<file path="config.mk">
export PLATFORM = sky130hd
export DESIGN_NAME = chj_ctrl
export DESIGN_NICKNAME = d
export VERILOG_FILES = /design/src/hw/rtl/chj_pkg.sv /design/src/hw/rtl/chj_ctrl.sv
export SDC_FILE = /design/constraint.sdc
export NUM_CORES = 1
export LEC_CHECK = 0
export BUFFER_PORTS_ARGS = -buffer_cell sky130_fd_sc_hd__buf_2
export CAP_MARGIN = 20
export CORE_ASPECT_RATIO = 0.7
export CORE_UTILIZATION = 51
export DETAILED_ROUTE_END_ITERATION = 7
export PLACE_DENSITY = 0.86
export SLEW_MARGIN = 0
export SYNTH_ARGS = -nofsm -noshare
export SYNTH_HDL_FRONTEND = slang
export SYNTH_SLANG_ARGS = --single-unit
</file>
<file path="constraint.sdc">
create_clock -name clk -period 8.4 [get_ports clk]
set_clock_uncertainty 0.1 [all_clocks]
set_input_delay 1.68 -clock clk [delete_from_list [all_inputs] [get_ports clk]]
set_output_delay 1.68 -clock clk [all_outputs]
set_load 0.02 [all_outputs]
</file>
<file path="src/hw/rtl/chj_pkg.sv">
// shared constants, request codes, state type and port bundles for the
// chained hash join table; no dependencies
`default_nettype none

package chj_pkg;

  // table geometry
  localparam int MAX_ENTRIES = 1024;
  localparam int HEAD_SLOTS  = 2048;

  // widths
  localparam int KEY_W  = 32;
  localparam int HASH_W = 32;
  localparam int IDX_W  = $clog2(MAX_ENTRIES);
  localparam int SLOT_W = $clog2(HEAD_SLOTS);
  localparam int CNT_W  = $clog2(MAX_ENTRIES + 1);
  localparam int ENT_W  = KEY_W + IDX_W;

  // request codes
  localparam logic REQ_INSERT = 1'b0;
  localparam logic REQ_PROBE  = 1'b1;

  // sequencer states
  typedef enum logic [2:0] {
    ST_CLEAR,
    ST_IDLE,
    ST_HEAD,
    ST_WALK,
    ST_DONE
  } state_t;

  // head table port bundle
  typedef struct packed {
    logic              we;
    logic [SLOT_W-1:0] waddr;
    logic [IDX_W-1:0]  wdata;
    logic              re;
    logic [SLOT_W-1:0] raddr;
  } head_port_t;

  // entry store port bundle (key and link side by side)
  typedef struct packed {
    logic             we;
    logic [IDX_W-1:0] waddr;
    logic [ENT_W-1:0] wdata;
    logic             re;
    logic [IDX_W-1:0] raddr;
  } ent_port_t;

  // one result beat
  typedef struct packed {
    logic             found;
    logic [IDX_W-1:0] index;
    logic             full;
  } res_t;

endpackage

`default_nettype wire

</file>
<file path="src/hw/rtl/chj_ctrl.sv">
// sequencer for insert and probe: head clearing, head read, entry write,
// chain walk; depends on chj_pkg
`default_nettype none

module chj_ctrl (
  input  wire logic                       clk,
  input  wire logic                       rst,
  input  wire logic                       in_valid,
  output      logic                       in_ready,
  input  wire logic                       req_type,
  input  wire logic signed [31:0]         key,
  input  wire logic [31:0]                hash,
  output      chj_pkg::head_port_t        head,
  input  wire logic [chj_pkg::IDX_W-1:0]  head_rdata,
  output      chj_pkg::ent_port_t         ent,
  input  wire logic [chj_pkg::ENT_W-1:0]  ent_rdata,
  output      logic                       res_valid,
  input  wire logic                       res_ready,
  output      chj_pkg::res_t              res
);

  import chj_pkg::*;

  state_t            state, state_next;
  logic [SLOT_W-1:0] clr_addr, clr_addr_next;
  logic              req_q, req_q_next;
  logic [KEY_W-1:0]  key_q, key_q_next;
  logic [SLOT_W-1:0] slot_q, slot_q_next;
  logic [CNT_W-1:0]  count, count_next;
  logic [IDX_W-1:0]  cur, cur_next;
  logic [CNT_W-1:0]  steps, steps_next;
  res_t              res_next;

  logic [KEY_W-1:0]  ent_key;
  logic [IDX_W-1:0]  ent_link;
  logic [CNT_W-1:0]  step_inc;

  assign ent_key  = ent_rdata[ENT_W-1:IDX_W];
  assign ent_link = ent_rdata[IDX_W-1:0];
  assign step_inc = steps + CNT_W'(1);

  // control registers
  always_ff @(posedge clk) begin
    if (rst) begin
      state    <= ST_CLEAR;
      clr_addr <= '0;
      count    <= CNT_W'(1);
    end else begin
      state    <= state_next;
      clr_addr <= clr_addr_next;
      count    <= count_next;
    end
  end

  // payload registers
  always_ff @(posedge clk) begin
    req_q  <= req_q_next;
    key_q  <= key_q_next;
    slot_q <= slot_q_next;
    cur    <= cur_next;
    steps  <= steps_next;
    res    <= res_next;
  end

  // next state and memory requests
  always_comb begin
    state_next    = state;
    clr_addr_next = clr_addr;
    req_q_next    = req_q;
    key_q_next    = key_q;
    slot_q_next   = slot_q;
    count_next    = count;
    cur_next      = cur;
    steps_next    = steps;
    res_next      = res;
    head          = '0;
    ent           = '0;
    in_ready      = 1'b0;
    res_valid     = 1'b0;

    case (state)
      // sweep every head slot to the null link
      ST_CLEAR: begin
        head.we       = 1'b1;
        head.waddr    = clr_addr;
        head.wdata    = '0;
        clr_addr_next = clr_addr + SLOT_W'(1);
        if (clr_addr == SLOT_W'(HEAD_SLOTS - 1)) begin
          state_next = ST_IDLE;
        end
      end

      // take a request and fetch its chain head
      ST_IDLE: begin
        in_ready = 1'b1;
        if (in_valid) begin
          req_q_next  = req_type;
          key_q_next  = key;
          slot_q_next = hash[SLOT_W-1:0];
          head.re     = 1'b1;
          head.raddr  = hash[SLOT_W-1:0];
          state_next  = ST_HEAD;
        end
      end

      // head known: insert links in unless the table is full, probe starts its walk unless the chain is empty
      ST_HEAD: begin
        res_next = '0;
        if (req_q == REQ_INSERT) begin
          if (count >= CNT_W'(MAX_ENTRIES)) begin
            res_next.full = 1'b1;
          end else begin
            ent.we         = 1'b1;
            ent.waddr      = count[IDX_W-1:0];
            ent.wdata      = {key_q, head_rdata};
            head.we        = 1'b1;
            head.waddr     = slot_q;
            head.wdata     = count[IDX_W-1:0];
            res_next.index = count[IDX_W-1:0];
            count_next     = count + CNT_W'(1);
          end
          state_next = ST_DONE;
        end else if (head_rdata == '0) begin
          state_next = ST_DONE;
        end else begin
          ent.re     = 1'b1;
          ent.raddr  = head_rdata;
          cur_next   = head_rdata;
          steps_next = '0;
          state_next = ST_WALK;
        end
      end

      // compare one chain entry per cycle, follow its link on a miss
      ST_WALK: begin
        if (ent_key == key_q) begin
          res_next.found = 1'b1;
          res_next.index = cur;
          state_next     = ST_DONE;
        end else if (ent_link == '0 || step_inc >= CNT_W'(MAX_ENTRIES)) begin
          state_next = ST_DONE;
        end else begin
          ent.re     = 1'b1;
          ent.raddr  = ent_link;
          cur_next   = ent_link;
          steps_next = step_inc;
        end
      end

      // hand the result to the output register
      ST_DONE: begin
        res_valid = 1'b1;
        if (res_ready) begin
          state_next = ST_IDLE;
        end
      end

      default: begin
        state_next = ST_IDLE;
      end
    endcase
  end

endmodule

`default_nettype wire

</file>
==> key figures <==
Clock network
  • TritonCTS Buffers: 9
  • Setup Buffers After CTS: 0
  • H-tree depth: 3
  • Reg clk slew, reported paths: 70 ps
  • Worst skew pair latency: 340 ps
  • CTS Root Cell: clkbuf_16
  • Cts hold-fix bufs: 0
  • CTS max path bufs: 2
  • CTS tree: built
  • Clk sink count: 102
  • Post_cts resized: 0

Setup path
  • CP Class: in2out
  • R2R depth: 6
  • CP Capture Type: output pin
  • CP Capture Point: ent[1]
  • Critical path arrival: 3390 ps
  • Worst r2r src: steps[0]
  • Critical Path Fanout Max: 15
  • Critical Path Start Type: input pin
  • FF-to-FF setup slack: 5140 ps
  • Critical path startpoint: ent_rdata[34]
  • CP peak stage delay: 820 ps
  • CP cell instances: buf_2 > xnor2_1 > nand4_1 > nor4_2 > a2111oi_4 > a22o_1 > buf_2
  • Crit-path slowest cell: a2111oi_4
  • R2R Path End: steps[2]
  • CP dominant cell by count: buf_2
  • Critical Path RT: 6620 ps

GRT
  • Met2 Use GR: 43.6%
  • Tot GR Track Use: 25.7%
  • First-pass GRT wire length: 20,600 um
  • Congestion Overflow GR: 0
  • Initial antenna violation count: 0
  • Met1 Resource Use GR: 32.2%
  • Vias in the first global route: 4,142
  • Most used routing layer in global routing: met2
  • Largest net degree at the start of global routing: 69
  • Met3 Usage GRT: 6.65%

Finish
  • Fin cells: 814
  • Fin util: 68.5%
  • Finished Cell Area: 6690 sq um
  • FF+latch area: 2810 sq um
  • Area Overhead vs Synth: 29.6%
  • Layout cells sized above 1: 35.6%
  • Final nets: 806
  • FILL cells: 764
  • Most common cell after layout, fill and taps aside: buf_2
  • ANT cells: 0
  • Commonest cells after routing, fill and taps aside: 211 x buf_2, 77 x edfxtp_1, 74 x and3_1, 64 x nand2_1, 43 x xnor2_1
  • Area of the multi-input gates: 2210 sq um

Floorplanning
  • # rows: 30
  • Core area: 9760 sq um
  • Die Span Y: 86.2 um
  • Die Area: 10,500 sq um
  • Initial Util: 52.9%
  • Die Span X: 122 um
  • I/O pin count: 233

Power and ir drop
  • Total power: 1.21 mW
  • Leak pwr: 3.24 nW
  • PD cells: 181 nW/um^2
  • Max VDD drop: 0.115 mV

Yosys
  • Ys async rst share: 0%
  • Mean Syn Cell Area: 10.7 sq um
  • Dominant synthesized flop cell: edfxtp_1
  • Synth warn: 0
  • Register area share after synthesis: 54.5%
  • Syn Inst Count: 483
  • Synth cell types: 45
  • Mapped cell area: 5160 sq um
  • Syn nets: 608
  • Synthesized flop and latch total: 102
  • Number of flops mapped to enable cells by yosys: 77

Timing
  • Endpoints failing setup: 0
  • RSZ-0062 raised after global routing: no
  • Period utilisation layout: 61.6%
  • Final hold slack: 420 ps
  • Worst-margin pin slew: 938 ps
  • Fin. max-slew vios: 0
  • Tmin final: 5170 ps
  • Max Freq: 193 MHz
  • Fin worst setup slack: 3230 ps
  • Fin Setup TNS: 0 ps
  • Final hold vios: 0
  • Rel. slew slack: 37.2%

Routing
  • Antenna-violating nets left: 0
  • Drt first pass iters: 4
  • Iter 0 DRT Violations: 283
  • DRC: 0
  • WL/cell: 16.3 um
  • Post-DR vias/cell: 5.40
  • Vias after detailed routing: 4,392
  • Drt total wl: 13,300 um

Place
  • Final GP Congestion: 0.890
  • Placed cell areas: 6290 sq um
  • I/O Buffers: 211
  • DP Wirelength: 9740 um
  • Dpl cells: 796
  • DP Worst Slack: 3240 ps

Job
  • Max cap viols: 0

Hold path
  • Tightest Hold Check Type: reg2reg

Run status
  • Status: finished clean
[synth_stat cells (all sizes together) (2+ instances only)]
library cell / number / area (sq um)
edfxtp: 77 / 2310
and3: 74 / 463
nand2: 66 / 258
xnor2: 43 / 377
nor2: 41 / 154
dfxtp: 25 / 500
clkbuf: 24 / 90.1
nand3: 20 / 100
a22o: 19 / 166
nand4: 15 / 93.8
xor2: 15 / 131
inv: 7 / 26.3
a21oi: 6 / 30.0
buf: 5 / 30.0
nor4: 5 / 67.6
and2: 4 / 25.0
ha: 4 / 50.1
nor3b: 4 / 46.3
and4: 3 / 26.3
nor3: 3 / 26.3
a32o: 2 / 20.0
nand2b: 2 / 12.5
nor2b: 2 / 12.5
o31a: 2 / 17.5
or2: 2 / 12.5
or3: 2 / 12.5
or4: 2 / 15.0
[state kept, by name, summed over array words and instances (netlist names)]
register / cells
clr_addr: 11
res: 12
cur: 10
key_q: 32
state: 3
count: 11
req_q: 1
slot_q: 11
steps: 11
[worst max-delay path, delay by kind of cell]
family                    cells  cell delay (ps)
xor gates and xnor gates      1              120
buffers and inverters         2              280
and+or+nand+nor               2              220
AOI/OAI and AO/OA             2             1090
[worst min path at each step]
stage	from	end	slack, ps	cells past startpoint
6_report	cur[6]	res[7]	420	2
5_1_grt	count[1]	count[1]	440	2
4_1_cts	cur[6]	res[7]	420	2
3_5_place_dp	cur[7]	res[8]	390	2
3_3_place_gp	cur[0]	res[1]	400	2
2_1_floorplan	count[10]	count[10]	360	2
[kinds of logic after synthesis]
family / Yosys count / share of synthesized area, %
DFF: 102 / 54.5
AOI/OAI and AO/OA: 35 / 5.77
xor gates and xnor gates: 58 / 9.84
and+or+nand+nor: 247 / 26.0
adders and majority gates: 4 / 0.970
buffers and inverters: 37 / 2.93
[where the power goes]
part | internal (mW) | switching (mW)
combinational | 0.0625 | 0.0889
sequential | 0.567 | 0.0199
clock | 0.295 | 0.178
[final cells by class]
class | instances | area share, %
repair buffers | 216 | 16.8
well taps | 128 | 2.39
inverters | 8 | 0.468
clock buffers | 12 | 4.15
flip-flops and latches | 102 | 42.1
clock inverters | 4 | 1.12
multi-input cells | 344 | 33.0
[routing by layer]
| layer | share of wire (%) | wire length [um] |
|---|---|---|
| met5 | 0 | 0 |
| met4 | 1.9 | 258 |
| met3 | 8.5 | 1130 |
| met2 | 48 | 6350 |
| met1 | 42 | 5520 |
No activity file was read; power rests on OpenSTA's default activity.
